### src/hdl/b2dd_pkg.sv
// Shared types and constants for the binary to decimal digit converter.
package b2dd_pkg;

    localparam int NARROW_DIGITS_DEF = 10;
    localparam int WIDE_DIGITS_DEF   = 20;

    localparam int VALUE_W     = 64;
    localparam int NARROW_W    = 32;
    localparam int CHAR_W      = 6;
    localparam int BIT_CNT_W   = $clog2(VALUE_W + 1);

    localparam logic [CHAR_W-1:0] ASCII_ZERO = 6'd48;

    typedef enum logic [1:0] {
        ST_IDLE,
        ST_CONVERT,
        ST_EMIT
    } state_t;

    typedef struct packed {
        logic load;
        logic shift;
        logic emit;
    } cmd_t;

    typedef struct packed {
        logic shift_last;
        logic digit_last;
    } status_t;

endpackage

### src/hdl/b2dd_datapath.sv
// Datapath: shift-and-add-3 conversion register and character output register.
module b2dd_datapath #(
    parameter int NARROW_DIGITS = b2dd_pkg::NARROW_DIGITS_DEF,
    parameter int WIDE_DIGITS   = b2dd_pkg::WIDE_DIGITS_DEF
) (
    input  logic                          aclk,
    input  logic                          aresetn,
    input  b2dd_pkg::cmd_t                cmd,
    output b2dd_pkg::status_t             status,
    input  logic [b2dd_pkg::VALUE_W-1:0]  in_value,
    input  logic                          in_mode,
    output logic [b2dd_pkg::CHAR_W-1:0]   out_char,
    output logic                          out_last
);
    import b2dd_pkg::*;

    localparam int BCD_W   = 4 * WIDE_DIGITS;
    localparam int DIG_CNT_W = $clog2(WIDE_DIGITS + 1);

    logic [VALUE_W-1:0]   bin_reg, bin_next;
    logic [BCD_W-1:0]     bcd_reg, bcd_next;
    logic [BCD_W-1:0]     bcd_adj;
    logic                 wide_reg, wide_next;
    logic [BIT_CNT_W-1:0] bit_cnt_reg, bit_cnt_next;
    logic [DIG_CNT_W-1:0] dig_cnt_reg, dig_cnt_next;
    logic [CHAR_W-1:0]    char_reg, char_next;
    logic                 last_reg, last_next;
    logic [3:0]           top_digit;

    // Each BCD digit of 5 or more gets 3 added before the shift; digits are independent.
    always_comb begin
        for (int i = 0; i < WIDE_DIGITS; i++) begin
            if (bcd_reg[4*i +: 4] >= 4'd5) begin
                bcd_adj[4*i +: 4] = bcd_reg[4*i +: 4] + 4'd3;
            end else begin
                bcd_adj[4*i +: 4] = bcd_reg[4*i +: 4];
            end
        end
    end

    // The most significant digit of the run sits at the top of the narrow or wide field.
    assign top_digit = wide_reg ? bcd_reg[BCD_W-1 -: 4] : bcd_reg[4*NARROW_DIGITS-1 -: 4];

    always_comb begin
        bin_next     = bin_reg;
        bcd_next     = bcd_reg;
        wide_next    = wide_reg;
        bit_cnt_next = bit_cnt_reg;
        dig_cnt_next = dig_cnt_reg;
        char_next    = char_reg;
        last_next    = last_reg;
        if (cmd.load) begin
            wide_next = in_mode;
            bcd_next  = '0;
            if (in_mode) begin
                bin_next     = in_value;
                bit_cnt_next = BIT_CNT_W'(VALUE_W);
                dig_cnt_next = DIG_CNT_W'(WIDE_DIGITS);
            end else begin
                // Narrow values are moved to the top so both modes shift out of bit 63.
                bin_next     = {in_value[NARROW_W-1:0], {(VALUE_W-NARROW_W){1'b0}}};
                bit_cnt_next = BIT_CNT_W'(NARROW_W);
                dig_cnt_next = DIG_CNT_W'(NARROW_DIGITS);
            end
        end else if (cmd.shift) begin
            bcd_next     = {bcd_adj[BCD_W-2:0], bin_reg[VALUE_W-1]};
            bin_next     = {bin_reg[VALUE_W-2:0], 1'b0};
            bit_cnt_next = bit_cnt_reg - BIT_CNT_W'(1);
        end else if (cmd.emit) begin
            char_next    = ASCII_ZERO + {2'b00, top_digit};
            last_next    = (dig_cnt_reg == DIG_CNT_W'(1));
            bcd_next     = {bcd_reg[BCD_W-5:0], 4'b0000};
            dig_cnt_next = dig_cnt_reg - DIG_CNT_W'(1);
        end
    end

    always_ff @(posedge aclk) begin
        if (!aresetn) begin
            bit_cnt_reg <= '0;
            dig_cnt_reg <= '0;
        end else begin
            bit_cnt_reg <= bit_cnt_next;
            dig_cnt_reg <= dig_cnt_next;
        end
        bin_reg  <= bin_next;
        bcd_reg  <= bcd_next;
        wide_reg <= wide_next;
        char_reg <= char_next;
        last_reg <= last_next;
    end

    assign status.shift_last = (bit_cnt_reg == BIT_CNT_W'(1));
    assign status.digit_last = (dig_cnt_reg == DIG_CNT_W'(1));
    assign out_char = char_reg;
    assign out_last = last_reg;

endmodule

### src/hdl/b2dd_ctrl.sv
// Controller: sequences load, conversion shifts and character emission.
module b2dd_ctrl (
    input  logic               aclk,
    input  logic               aresetn,
    input  logic               s_tvalid,
    output logic               s_tready,
    output logic               m_tvalid,
    input  logic               m_tready,
    output b2dd_pkg::cmd_t     cmd,
    input  b2dd_pkg::status_t  status
);
    import b2dd_pkg::*;

    state_t state_reg, state_next;
    logic   valid_reg, valid_next;
    logic   out_free;

    assign out_free = !valid_reg || m_tready;

    always_ff @(posedge aclk) begin
        if (!aresetn) begin
            state_reg <= ST_IDLE;
            valid_reg <= 1'b0;
        end else begin
            state_reg <= state_next;
            valid_reg <= valid_next;
        end
    end

    always_comb begin
        state_next = state_reg;
        valid_next = valid_reg && !m_tready;
        cmd        = '0;
        s_tready   = 1'b0;
        unique case (state_reg)
            ST_IDLE: begin
                s_tready = 1'b1;
                if (s_tvalid) begin
                    cmd.load   = 1'b1;
                    state_next = ST_CONVERT;
                end
            end
            ST_CONVERT: begin
                cmd.shift = 1'b1;
                if (status.shift_last) begin
                    state_next = ST_EMIT;
                end
            end
            ST_EMIT: begin
                if (out_free) begin
                    cmd.emit   = 1'b1;
                    valid_next = 1'b1;
                    if (status.digit_last) begin
                        state_next = ST_IDLE;
                    end
                end
            end
            default: begin
                state_next = ST_IDLE;
            end
        endcase
    end

    assign m_tvalid = valid_reg;

endmodule

### src/hdl/binary_to_decimal_digits_core.sv
// Top level of the binary to decimal digit converter (binary to ASCII decimal text).
// Output: m_tvalid rises with the first character once the load and all conversion shifts
// are done; one character follows per cycle while the sink is ready.
// A new item is taken only in idle, after the last character of the previous one has entered
// the output register: the one-bit-per-cycle shift-and-add-3 loop and the output run in turn.
// Reset: aresetn is synchronous, active low, and returns the controller to idle with no
// character pending; the conversion registers need no clearing.
module binary_to_decimal_digits_core #(
    parameter int NARROW_DIGITS = b2dd_pkg::NARROW_DIGITS_DEF,
    parameter int WIDE_DIGITS   = b2dd_pkg::WIDE_DIGITS_DEF
) (
    input  logic        aclk,
    input  logic        aresetn,
    // Input items.
    input  logic        s_tvalid,
    output logic        s_tready,
    input  logic [63:0] s_tdata,   // [63:0] value
    input  logic [0:0]  s_tuser,   // [0] mode
    // Result items, one ASCII digit character each.
    output logic        m_tvalid,
    input  logic        m_tready,
    output logic [7:0]  m_tdata,   // [5:0] ascii_char, [7:6] zero
    output logic        m_tlast    // last_char
);
    import b2dd_pkg::*;

    cmd_t              cmd;
    status_t           status;
    logic [CHAR_W-1:0] out_char;

    // The controller walks each item through three phases: load, one shift per input
    // bit (32 or 64), then one character per cycle while the sink is ready, most significant first. The character
    // sits in an output register and is replaced only when the sink takes it.
    b2dd_ctrl u_ctrl (
        .aclk     (aclk),
        .aresetn  (aresetn),
        .s_tvalid (s_tvalid),
        .s_tready (s_tready),
        .m_tvalid (m_tvalid),
        .m_tready (m_tready),
        .cmd      (cmd),
        .status   (status)
    );

    // The datapath holds the binary shifter, the packed BCD register and the counters.
    // Leading digits stay zero, which gives the left padding with '0' characters.
    b2dd_datapath #(
        .NARROW_DIGITS (NARROW_DIGITS),
        .WIDE_DIGITS   (WIDE_DIGITS)
    ) u_datapath (
        .aclk     (aclk),
        .aresetn  (aresetn),
        .cmd      (cmd),
        .status   (status),
        .in_value (s_tdata),
        .in_mode  (s_tuser[0]),
        .out_char (out_char),
        .out_last (m_tlast)
    );

    assign m_tdata = {2'b00, out_char};

endmodule

### config.mk
export PLATFORM = sky130hd
export DESIGN_NAME = binary_to_decimal_digits_core
export DESIGN_NICKNAME = d
export VERILOG_FILES = /design/src/hdl/b2dd_pkg.sv /design/src/hdl/b2dd_datapath.sv /design/src/hdl/b2dd_ctrl.sv /design/src/hdl/binary_to_decimal_digits_core.sv
export SDC_FILE = /design/constraint.sdc
export NUM_CORES = 1
export LEC_CHECK = 0
export ABC_AREA = 1
export BUFFER_PORTS_ARGS = -buffer_cell sky130_fd_sc_hd__clkbuf_2
export CAP_MARGIN = 5
export CORE_AREA = 2 2 169 171
export CTS_CLUSTER_DIAMETER = 100
export CTS_CLUSTER_SIZE = 8
export DETAILED_ROUTE_END_ITERATION = 10
export DIE_AREA = 0 0 171 173
export PLACE_DENSITY = 0.63
export SETUP_SLACK_MARGIN = 0.05
export SKIP_CTS_REPAIR_TIMING = 1
export SLEW_MARGIN = 10
export SYNTH_ARGS = -nofsm -noshare
export SYNTH_HDL_FRONTEND = slang
export SYNTH_SLANG_ARGS = --single-unit
export TNS_END_PERCENT = 20
### constraint.sdc
create_clock -name aclk -period 2.5 [get_ports aclk]
set_input_delay 0.5 -clock aclk [delete_from_list [all_inputs] [get_ports aclk]]
set_output_delay 0.5 -clock aclk [all_outputs]
set_load 0.01 [all_outputs]
==> results of run 1 <==
[worst register-to-register path, cell delays in order (launching register included)]
cell,delay (ns)
dfxtp_1,0.35
inv_1,0.09
nand2_2,0.15
inv_2,0.45
buf_4,0.40
nand2_1,0.10
nor2_1,0.10
a21oi_1,0.05
a21oi_1,0.13
[stage by stage]
stage	instances	hold slack, ns
floorplan	1299	0.4565
global placement	1702	0.4719
detailed placement	1702	0.4772
CTS	1734	0.2932
global route	1734	0.2895
finish	1734	0.3086
[layout make-up]
class	count	area share, %
multi-input combinational	880	41.44
sequential	165	37.01
inverter	191	6.650
timing repair buffer	88	4.950
tap	378	4.371
clock buffer	17	3.932
clock inverter	15	1.654
[synth_stat cells]
| master | n |
|---|---|
| xnor2_1 | 1 |
| buf_4 | 9 |
| o22ai_1 | 1 |
| clkbuf_1 | 18 |
| inv_2 | 5 |
| xor2_1 | 16 |
| a22o_1 | 1 |
| buf_6 | 5 |
| a21oi_1 | 103 |
| dfxtp_1 | 95 |
| nand3_1 | 94 |
| ha_1 | 44 |
| nand4_1 | 22 |
| nand2_4 | 3 |
| nor3_1 | 1 |
| nor2_2 | 1 |
| clkbuf_2 | 3 |
| or2_2 | 3 |
| nor2_1 | 60 |
| nand2_1 | 304 |
| o21ai_1 | 25 |
| o211ai_1 | 32 |
| inv_1 | 185 |
| buf_2 | 28 |
| nand2_2 | 5 |
| conb_1 | 2 |
| edfxtp_1 | 70 |
| o21ai_0 | 160 |
| inv_4 | 1 |
[cells by family after synthesis]
group | after synthesis
buf+inv | 254
fa+ha+maj | 44
other cells | 2
simple gates | 493
flops | 165
compound gates | 322
xor+xnor | 17
[layer usage]
| metal | track usage, % | up-vias | share of wire (%) |
|---|---|---|---|
| met2 | 23.87 | 150 | 46 |
| met4 | 2.931 | 0 | 0.56 |
| met5 | 0 | - | 0 |
| li1 | - | 4360 | - |
| met1 | 19.46 | 3839 | 49 |
| met3 | 3.388 | 10 | 4.3 |
[power by group through the flow]
stage	Combinational (W)	Clock, W	Sequential, W
6_report	0.00203	0.00265	0.00367
5_1_grt	0.00239	0.00283	0.00374
4_1_cts	0.00204	0.00272	0.00367
3_5_place_dp	0.00203	0	0.00372
3_3_place_gp	0.00198	0	0.00372
2_1_floorplan	0.00165	0	0.00361
[placed cells by master (no fill, tap or decap)]
cell / netlist / layout
edfxtp_1: 70 / 70
conb_1: 2 / 4
or2_2: 3 / 3
dfxtp_1: 95 / 95
ha_1: 44 / 44
xor2_1: 16 / 16
nor3_1: 1 / 1
o21ai_1: 25 / 25
nor2_1: 60 / 60
inv_6: 0 / 2
clkinv_4: 0 / 4
nand2_2: 5 / 6
o211ai_1: 32 / 32
inv_1: 185 / 185
a21oi_1: 103 / 103
nor2_2: 1 / 1
nand2_4: 3 / 3
inv_12: 0 / 1
inv_4: 1 / 1
buf_4: 9 / 8
buf_12: 0 / 5
clkinv_8: 0 / 4
clkbuf_2: 3 / 75
clkbuf_16: 0 / 17
inv_8: 0 / 4
a22o_1: 1 / 1
nand2_1: 304 / 303
xnor2_1: 1 / 1
nand3_1: 94 / 94
nand4_1: 22 / 22
o22ai_1: 1 / 1
o21ai_0: 160 / 160
inv_2: 5 / 5
[worst min path at each step]
stage,from,end,slack [ns],depth (start not counted)
5_1_grt,s_tuser,u_datapath.wide_reg,0.29,1
6_report,s_tuser,u_datapath.wide_reg,0.31,1
2_1_floorplan,u_datapath.dig_cnt_reg[2],u_datapath.dig_cnt_reg[2],0.46,2
3_3_place_gp,u_datapath.dig_cnt_reg[0],u_datapath.dig_cnt_reg[0],0.47,2
4_1_cts,s_tuser,u_datapath.wide_reg,0.29,1
3_5_place_dp,u_datapath.dig_cnt_reg[3],u_datapath.dig_cnt_reg[3],0.48,2
==> reports/summary.txt, run 1 <==
status - finished clean
Fillers - 2850
share of cells above drive strength 1 - 10.25%
vias in the first global route - 7868
H-tree lvl count - 4
final core occ - 39.16%
YS warnings - 0
cell area after synthesis - 0.009543 mm^2
Post-Synth Simple-Gate Area - 21.69%
multiplexer share of the synthesized area - 0%
cells on worst reg2reg path - 8
CP cell instances - inv_1 > nand2_2 > inv_2 > buf_4 > nand2_1 > nor2_1 > a21oi_1 > a21oi_1
Slew Viols, Final - 0
DP Wirelength - 13560 um
area of the multi-input gates - 0.004483 mm^2
Least-Margin Pin Slew - 0.6694 ns
Crit path max-delay family - buffers and inverters
endpoints failing hold - 0
Post-Synth XOR/XNOR Area - 1.560%
reg-to-reg slack, setup - 0.61 ns
Max Fclk - 527.7 MHz
Port Buffers - 75
initial DRC count - 578
CP Capture Type - flop
TritonCTS buffer count - 17
number of iterations in the first detailed-routing pass - 5
die width - 171 um
Most common cell on crit path - a21oi_1
Row Count - 61
clk_skew - 0.01549 ns
switching power - 0.002911 W
WS Path Type - reg -> reg
Peak supply drop - 0.0005443 V
# IOs - 80
Routed WL - 20840 um
antenna viol nets, final - 0
WL/cell - 12.02 um
clock buffer depth - 2
flop and latch count out of synthesis - 165
CP peak stage delay - 0.45 ns
largest family of logic cells by synthesized area - simple AND/OR/NAND/NOR gates
RSZ-0062 raised after global routing - false
# DRC - 0
Flop pwr share - 43.9%
Synth Area per Inst - 7.358 um^2
Setup Viol. Count Final - 0
Syn Inst Count - 1297
Worst-path clk slew - 0.08 ns
fin area - 0.01082 mm^2
Compound-Gate Fraction of Synth Area - 17.78%
core area - 0.02763 mm^2
clock sink count - 165
worst-path fanout max - 29
crit path from - u_ctrl.state_reg[1]
PwrDens - 771.8 mW/mm^2
Die Ht - 173 um
worst setup path endpoint - u_datapath.bcd_reg[47]
setup TNS - 0 ns
antenna violations before repair - 0
area leader, netlist - edfxtp_1
Crit path depth - 8
Antenna diodes - 0
Tmin final - 1.895 ns
max reg flops - 80
Place WS - 0.5193 ns
all-layer global routing usage - 14.52%
most area-consuming cells after synthesis - edfxtp_1 22%, dfxtp_1 20%, nand2_1 12%, o21ai_0 8.4%, inv_1 7.3%
Crit path arrival time - 2.25 ns
via count - 8359
Final Cycle Share - 75.80%
area grow syn2layout - 13.37%
Max Cap Violations - 0
final worst setup slack - 0.6051 ns
Clk pwr share - 31.8%
Power Total - 0.008350 W
sequential share of the synthesized area - 41.96%
Synth Area in Adders - 5.769%
Net Sw Frac - 34.86%
Worst Path Required - 2.85 ns
Yosys cell types - 29
gr ovfl total - 0
Startpoint Class - flop
Starting Density - 34.54%
internal power - 0.005439 W
global-route wire length before repair - 36160 um
FF-to-FF End - u_datapath.bcd_reg[47]
headroom to the max-slew limit - 55.37%
vias per cell - 4.821
post-synth top area share - 22.03%
die area - 0.02958 mm^2
WP buf/inv - 3
clock root cell - clkbuf_16
Storage cell area - 0.004004 mm^2
worst-skew pair later-pin latency - 0.43 ns
Comb pwr share - 24.3%
TritonCTS clock tree - yes
RD Place Congestion - 0.7780
Hold Path Class - in -> reg
final net count - 1456
Leak Pwr - 4.814 nW
DP Area - 0.01021 mm^2
worst reg2reg startpoint - u_ctrl.state_reg[1]
Slowest cell on crit path - inv_2
maximum number of pins on one net before global-route repair - 141
Note: power is estimated with default switching activity, not from simulation.
==> run 2: changes to the inputs <==
Settings changed: PLACE_DENSITY 0.63 to 0.61.
Clock period 2.5 ns to 1.8 ns, I/O delays scaled along.
==> run 2 against run 1 <==
  * Power is 41% higher
  * Global-route usage is 0.11 points lower
  * Clock skew is 0.0041 ns lower
  * Clock-buffer cell count stayed put
  * Highest routed layer unchanged
  * Critical path depth stayed put
  * Die area stayed put
  * Final cell count is 0.35% higher
  * Largest cell class unchanged
  * First-iteration DRC count is 15% lower
  * Routed wire length is 0.30% lower
  * Sequential cell count stayed put
==> reports/summary.txt, run 2 (synthesis gave the netlist of run 1 again) <==
antenna viol nets, final - 0 (unchanged)
global-route wire length before repair - 35960 um (-0.57%)
setup TNS - 0 ns (unchanged)
Net Sw Frac - 35.08% (+0.22 points)
hold wc startpoint - s_tuser
Routed WL - 20780 um (-0.30%)
share of cells above drive strength 1 - 10.65% (+0.40 points)
CP peak stage delay - 0.38 ns (-0.07 ns)
WP buf/inv - 2 (-1)
core area - 0.02763 mm^2 (unchanged)
Flop pwr share - 43.2% (-0.7 points)
number of iterations in the first detailed-routing pass - 5 (unchanged)
die area - 0.02958 mm^2 (unchanged)
Worst Path Required - 2.11 ns (-0.74 ns)
Crit path arrival time - 1.88 ns (-0.37 ns)
Startpoint Class - flop
Fillers - 2904 (+1.9%)
area grow syn2layout - 15.21%
Port Buffers - 75 (unchanged)
Clk pwr share - 32.3% (+0.5 points)
Antenna diodes - 0 (unchanged)
Peak supply drop - 0.0006306 V (+16%)
via count - 8310 (-0.59%)
Row Count - 61 (unchanged)
clock sink count - 165 (unchanged)
Hold Path Class - in -> reg
final net count - 1462 (+0.41%)
Place WS - 0.1357 ns (-0.3836 ns)
Crit path depth - 8 (unchanged)
Max Cap Violations - 0 (unchanged)
Setup Viol. Count Final - 0 (unchanged)
Die Ht - 173 um (unchanged)
TritonCTS clock tree - yes
RSZ-0062 raised after global routing - false
switching power - 0.004137 W (+42%)
final worst setup slack - 0.2308 ns (-0.3743 ns)
endpoints failing hold - 0 (unchanged)
# IOs - 80 (unchanged)
cells on worst reg2reg path - 8 (unchanged)
worst reg2reg startpoint - u_ctrl.state_reg[1]
die width - 171 um (unchanged)
CP cell instances - inv_1 > nand2_2 > buf_4 > nand2_1 > o21ai_0 > nand2_1 > o21ai_0 > a21oi_1
WL/cell - 11.94 um (-0.65%)
maximum number of pins on one net before global-route repair - 70 (-50%)
hold path endpoint - u_datapath.wide_reg
Max Fclk - 637.3 MHz (+21%)
initial DRC count - 494 (-15%)
commonest non-fill, non-tap cell in the layout - nand2_1
# DRC - 0 (unchanged)
hold path depth - 1 (unchanged)
FF-to-FF End - u_datapath.bcd_reg[17]
all-layer global routing usage - 14.41% (-0.11 points)
Final Cycle Share - 87.18% (+11 points)
status - finished clean
TritonCTS buffer count - 17 (unchanged)
clock buffer depth - 2 (unchanged)
worst-path fanout max - 29 (unchanged)
most frequent cells in the layout - 303 x nand2_1, 185 x inv_1, 160 x o21ai_0, 103 x a21oi_1, 95 x dfxtp_1
RD Place Congestion - 0.8029 (+3.2%)
gr ovfl total - 0 (unchanged)
clk_skew - 0.01138 ns (-0.004109 ns)
Slowest cell on crit path - dfxtp_1
max reg flops - 80 (unchanged)
PwrDens - 1073 mW/mm^2 (+39%)
DP Wirelength - 13710 um (+1.1%)
reg-to-reg slack, setup - 0.23 ns (-0.37 ns)
CP Capture Type - flop
Starting Density - 34.54% (unchanged)
worst-skew pair later-pin latency - 0.44 ns (about the same)
Slew Viols, Final - 0 (unchanged)
WS Path Type - reg -> reg
final core occ - 39.79% (+0.63 points)
Tmin final - 1.569 ns (-0.3257 ns)
internal power - 0.007657 W (+41%)
vias in the first global route - 7770 (-1.2%)
Comb pwr share - 24.5% (+0.2 points)
Leak Pwr - 4.892 nW (+1.6%)
clock root cell - clkbuf_16
Worst-path clk slew - 0.08 ns (about the same)
Crit path max-delay family - buffers and inverters
vias per cell - 4.776 (-0.93%)
antenna violations before repair - 0 (unchanged)
H-tree lvl count - 4 (unchanged)
Fin Hold WS - 0.1550 ns (-0.1536 ns)
==> run 2: cell types whose count changed in the layout (fill, tap and decap cells not counted), moves of 2 or more <==
cell / previous run / this run
buf_4: 8 / 6
buf_12: 5 / 13
clkinv_4: 4 / 1
inv_12: 1 / 3
==> run 2: how the worst max path moves through the flow <==
stage	start	to	slack (ns)
6_report	u_ctrl.state_reg[1]	u_datapath.bcd_reg[17]	0.23
5_1_grt	u_ctrl.state_reg[1]	u_datapath.bcd_reg[17]	0.09
4_1_cts	u_ctrl.state_reg[1]	u_datapath.bin_reg[54]	0.12
3_5_place_dp	u_ctrl.state_reg[1]	u_datapath.bin_reg[42]	0.14
3_3_place_gp	u_ctrl.state_reg[1]	u_datapath.bin_reg[59]	0.19
2_1_floorplan	u_ctrl.state_reg[1]	u_datapath.bin_reg[0]	0.26
==> run 2: final cells by class <==
cell class	count	area, um^2	area share, %
flip-flops and latches	165	4004	36.42
well taps	378	473.0	4.302
clock inverters	15	201.4	1.832
repair buffers	94	680.7	6.191
multi-input cells	880	4488	40.82
clock buffers	17	425.4	3.869
inverters	191	721.9	6.567
==> run 2: through the flow <==
step / cells / instance area, um^2 / power (W)
floorplan: 1299 / 9558 / 0.007303
global placement: 1708 / 10360 / 0.008003
detailed placement: 1708 / 10360 / 0.008071
CTS: 1740 / 10990 / 0.01191
global route: 1740 / 10990 / 0.01265
finish: 1740 / 10990 / 0.01179
==> run 2: worst register-to-register path, stage by stage, from the launching register on <==
cell and delay (ns):
dfxtp_1 0.38, inv_1 0.08, nand2_2 0.22, buf_4 0.34, nand2_1 0.09, o21ai_0 0.09, nand2_1 0.07, o21ai_0 0.08
a21oi_1 0.10
==> run 2: power by group through the flow <==
| stage | clock [W] | sequential, W | combinational [W] |
|---|---|---|---|
| floorplan | 0 | 0.00501 | 0.00229 |
| global placement | 0 | 0.00517 | 0.00283 |
| detailed placement | 0 | 0.00517 | 0.00290 |
| CTS | 0.00390 | 0.00510 | 0.00291 |
| global route | 0.00405 | 0.00520 | 0.00341 |
| finish | 0.00381 | 0.00510 | 0.00289 |
==> run 2: per-layer routing <==
layer  part of all wire, %  wire length (um)  track usage (%)
met5                     0                 0                0
met4                   1.1               238            4.096
met3                   3.6               750            2.861
met2                    45              9396            23.37
met1                    50             10390            19.43
==> run 3: changes to the inputs <==
Settings changed: CORE_AREA 2 2 169 171 to 2 2 168 170, DIE_AREA 0 0 171 173 to 0 0 170 172, GPL_TIMING_DRIVEN set to 0, SYNTH_HIERARCHICAL set to 1.
==> run 3 against run 2 <==
  * Global-route usage is 3.1 points higher
  * Sequential share of layout area is 0.13 points lower
  * Core utilization is 0.42 points higher
  * Highest routed layer unchanged
==> reports/summary.txt, run 3 <==
status - finished clean
Flop pwr share - 42.4% (-0.8 points)
Synth Area per Inst - 7.607 um^2 (+3.4%)
area leader, netlist - edfxtp_1
flop and latch count out of synthesis - 165 (unchanged)
vias in the first global route - 7969 (+2.6%)
Net Sw Frac - 34.60% (-0.47 points)
Synth async-reset ratio - 0% (unchanged)
CP peak stage delay - 0.45 ns (+0.07 ns)
Final Cycle Share - 94.16% (+7.0 points)
Clk pwr share - 31.0% (-1.3 points)
internal power - 0.007706 W (+0.64%)
most frequent cells in the layout - 267 x nand2_1, 199 x inv_1, 160 x o21ai_0, 99 x a21oi_1, 93 x dfxtp_1
max reg flops - 80 (unchanged)
antenna viol nets, final - 0 (unchanged)
vias per cell - 4.948 (+3.6%)
antenna violations before repair - 0 (unchanged)
CP Capture Type - flop
Startpoint Class - flop
area grow syn2layout - 16.66%
Post-synth EDFFs - 70 (unchanged)
Antenna diodes - 0 (unchanged)
Slew Viols, Final - 0 (unchanged)
Worst Path Required - 2.14 ns (+0.03 ns)
CP cell instances - nor2_4 > nand2_2 > inv_2 > buf_8 > inv_4 > clkbuf_1 > o21ai_0 > a21oi_1
die area - 0.02924 mm^2 (-1.2%)
RSZ-0062 raised after global routing - true
switching power - 0.004078 W (-1.4%)
FF-to-FF End - u_datapath/bcd_reg[12]
Max Cap Violations - 0 (unchanged)
Syn Inst Count - 1245 (-4.0%)
Tmin final - 1.695 ns (+0.1256 ns)
WS Path Type - reg -> reg
reg-to-reg slack, setup - 0.11 ns (-0.13 ns)
clock sink count - 165 (unchanged)
Setup Viol. Count Final - 0 (unchanged)
worst-path fanout max - 10 (-66%)
Crit path arrival time - 2.04 ns (+0.16 ns)
maximum number of pins on one net before global-route repair - 26 (-63%)
YS warnings - 6 (+6)
sequential share of the synthesized area - 42.28% (+0.32 points)
H-tree lvl count - 4 (unchanged)
Yosys cell types - 36 (+24%)
DP Area - 0.01037 mm^2 (about the same)
Die Ht - 172 um (-0.58%)
gr ovfl total - 0 (unchanged)
all-layer global routing usage - 17.51% (+3.1 points)
post-synth top area share - 22.20% (+0.17 points)
worst-skew pair later-pin latency - 0.42 ns (-0.02 ns)
RD Place Congestion - 0.8374 (+4.3%)
Hold Path Class - in -> reg
via count - 8447 (+1.6%)
clk_skew - 0.01225 ns (+0.0008653 ns)
Least-Margin Pin Slew - 0.7196 ns
TritonCTS buffer count - 17 (unchanged)
Slowest cell on crit path - clkbuf_1
cell area after synthesis - 0.009470 mm^2 (-0.76%)
DP Wirelength - 17500 um (+28%)
worst reg2reg startpoint - u_ctrl/state_reg[1]
core area - 0.02748 mm^2 (-0.55%)
Max Fclk - 590.0 MHz (-7.4%)
clock root cell - clkbuf_16
Crit path depth - 8 (unchanged)
die width - 170 um (-0.58%)
Worst-path clk slew - 0.08 ns (about the same)
WP buf/inv - 4 (+2)
endpoints failing hold - 0 (unchanged)
Port Buffers - 75 (unchanged)
headroom to the max-slew limit - 52.03%
clock buffer depth - 2 (unchanged)
crit path from - u_ctrl/state_reg[1]
number of iterations in the first detailed-routing pass - 5 (unchanged)
Synth top cells by count - 268 x nand2_1, 201 x inv_1, 160 x o21ai_0
Power Total - 0.01178 W (about the same)
Routed WL - 25330 um (+22%)
initial DRC count - 549 (+11%)
Crit path max-delay family - buffers and inverters
PwrDens - 1067 mW/mm^2 (-0.57%)
Comb pwr share - 26.5% (+2.0 points)
Leak Pwr - 4.940 nW (+0.98%)
worst setup path endpoint - u_datapath/bcd_reg[12]
global-route wire length before repair - 40650 um (+13%)
share of cells above drive strength 1 - 14.55% (+3.9 points)
Row Count - 61 (unchanged)
Starting Density - 34.47% (-0.072 points)
# DRC - 0 (unchanged)
final net count - 1461 (-0.068%)
commonest non-fill, non-tap cell in the layout - nand2_1
cells on worst reg2reg path - 8 (unchanged)
fin area - 0.01105 mm^2 (+0.49%)
setup TNS - 0 ns (unchanged)
most area-consuming cells after synthesis - edfxtp_1 22%, dfxtp_1 20%, nand2_1 11%, o21ai_0 8.5%, inv_1 8.0%
TritonCTS clock tree - yes
WL/cell - 14.84 um (+24%)
# IOs - 80 (unchanged)
most common cell in the synthesized netlist - nand2_1
Peak supply drop - 0.0005846 V (-7.3%)
Fin Hold WS - 0.2074 ns (+0.05235 ns)
Top FF cell, synth - dfxtp_1
==> run 3: changes by cell type after synthesis, moves of 4 or more <==
cell      previous run  this run
nor2_1              60        23
nand2_1            304       268
nand3_1             94        73
inv_1              185       201
xor2_1              16        27
a211oi_1             0         8
a211oi_2             0         8
nand4_1             22        14
a31oi_1              0         5
nor3_1               1         6
o21ai_1             25        20
clkbuf_1            18        14
nor2_2               1         5
==> run 3: cell families after synthesis <==
logic type / after synthesis / synth area share, %
simple gates: 396 / 17.49
compound gates: 342 / 20.08
flops: 165 / 42.28
other cells: 2 / 0.07930
xor+xnor: 27 / 2.497
buf+inv: 269 / 11.76
fa+ha+maj: 44 / 5.813
==> run 3: worst min path at each step <==
| stage | slack, ns | start | depth (start not counted) | endpoint |
|---|---|---|---|---|
| 6_report | 0.21 | s_tvalid | 3 | u_ctrl/state_reg[0] |
| 3_5_place_dp | 0.47 | u_datapath/bin_reg[63] | 1 | u_datapath/bcd_reg[0] |
| 5_1_grt | 0.19 | s_tvalid | 3 | u_ctrl/state_reg[0] |
| 2_1_floorplan | 0.43 | u_datapath/bin_reg[63] | 1 | u_datapath/bcd_reg[0] |
| 3_3_place_gp | 0.45 | u_datapath/bin_reg[63] | 1 | u_datapath/bcd_reg[0] |
| 4_1_cts | 0.18 | s_tuser | 1 | u_datapath/wide_reg |
==> run 3: layer usage <==
metal  wire length [um]  track usage [%]  vias up
met2              11880            29.58      227
met4                244            4.125        0
li1                   -                -     4319
met3               1369            2.815       21
met5                  0                0        -
met1              11840            23.55     3880
==> run 3: area by class of cell <==
class,instances,area (um^2)
buffer,59,362.8
fill,2839,16430
clock inverter,14,145.1
tap,346,432.9
timing repair buffer,81,475.5
timing repair inverter,1,7.507
inverter,210,797.0
multi-input combinational,813,4389
clock buffer,18,429.2
sequential,165,4009
==> run 3: stage by stage <==
stage               cells  setup slack, ns  utilization, %
finish               1707           0.1052           40.21
global route         1707         -0.01179           40.21
CTS                  1702          -0.3475           39.82
detailed placement   1670          -0.3678           37.73
global placement     1668           -1.246           37.53
floorplan            1247          -0.5255               -
==> run 3: power groups by stage <==
| stage | combinational [W] | clock (W) | sequential [W] |
|---|---|---|---|
| global route | 0.00360 | 0.00390 | 0.00508 |
| floorplan | 0.00228 | 0 | 0.00495 |
| global placement | 0.00293 | 0 | 0.00508 |
| detailed placement | 0.00303 | 0 | 0.00508 |
| CTS | 0.00305 | 0.00373 | 0.00500 |
| finish | 0.00313 | 0.00366 | 0.00500 |
==> run 3: tightest hold or removal path, stage by stage <==
cell and delay, ns:
clkbuf_2 0.09, nand2_2 0.09, a21oi_2 0.05
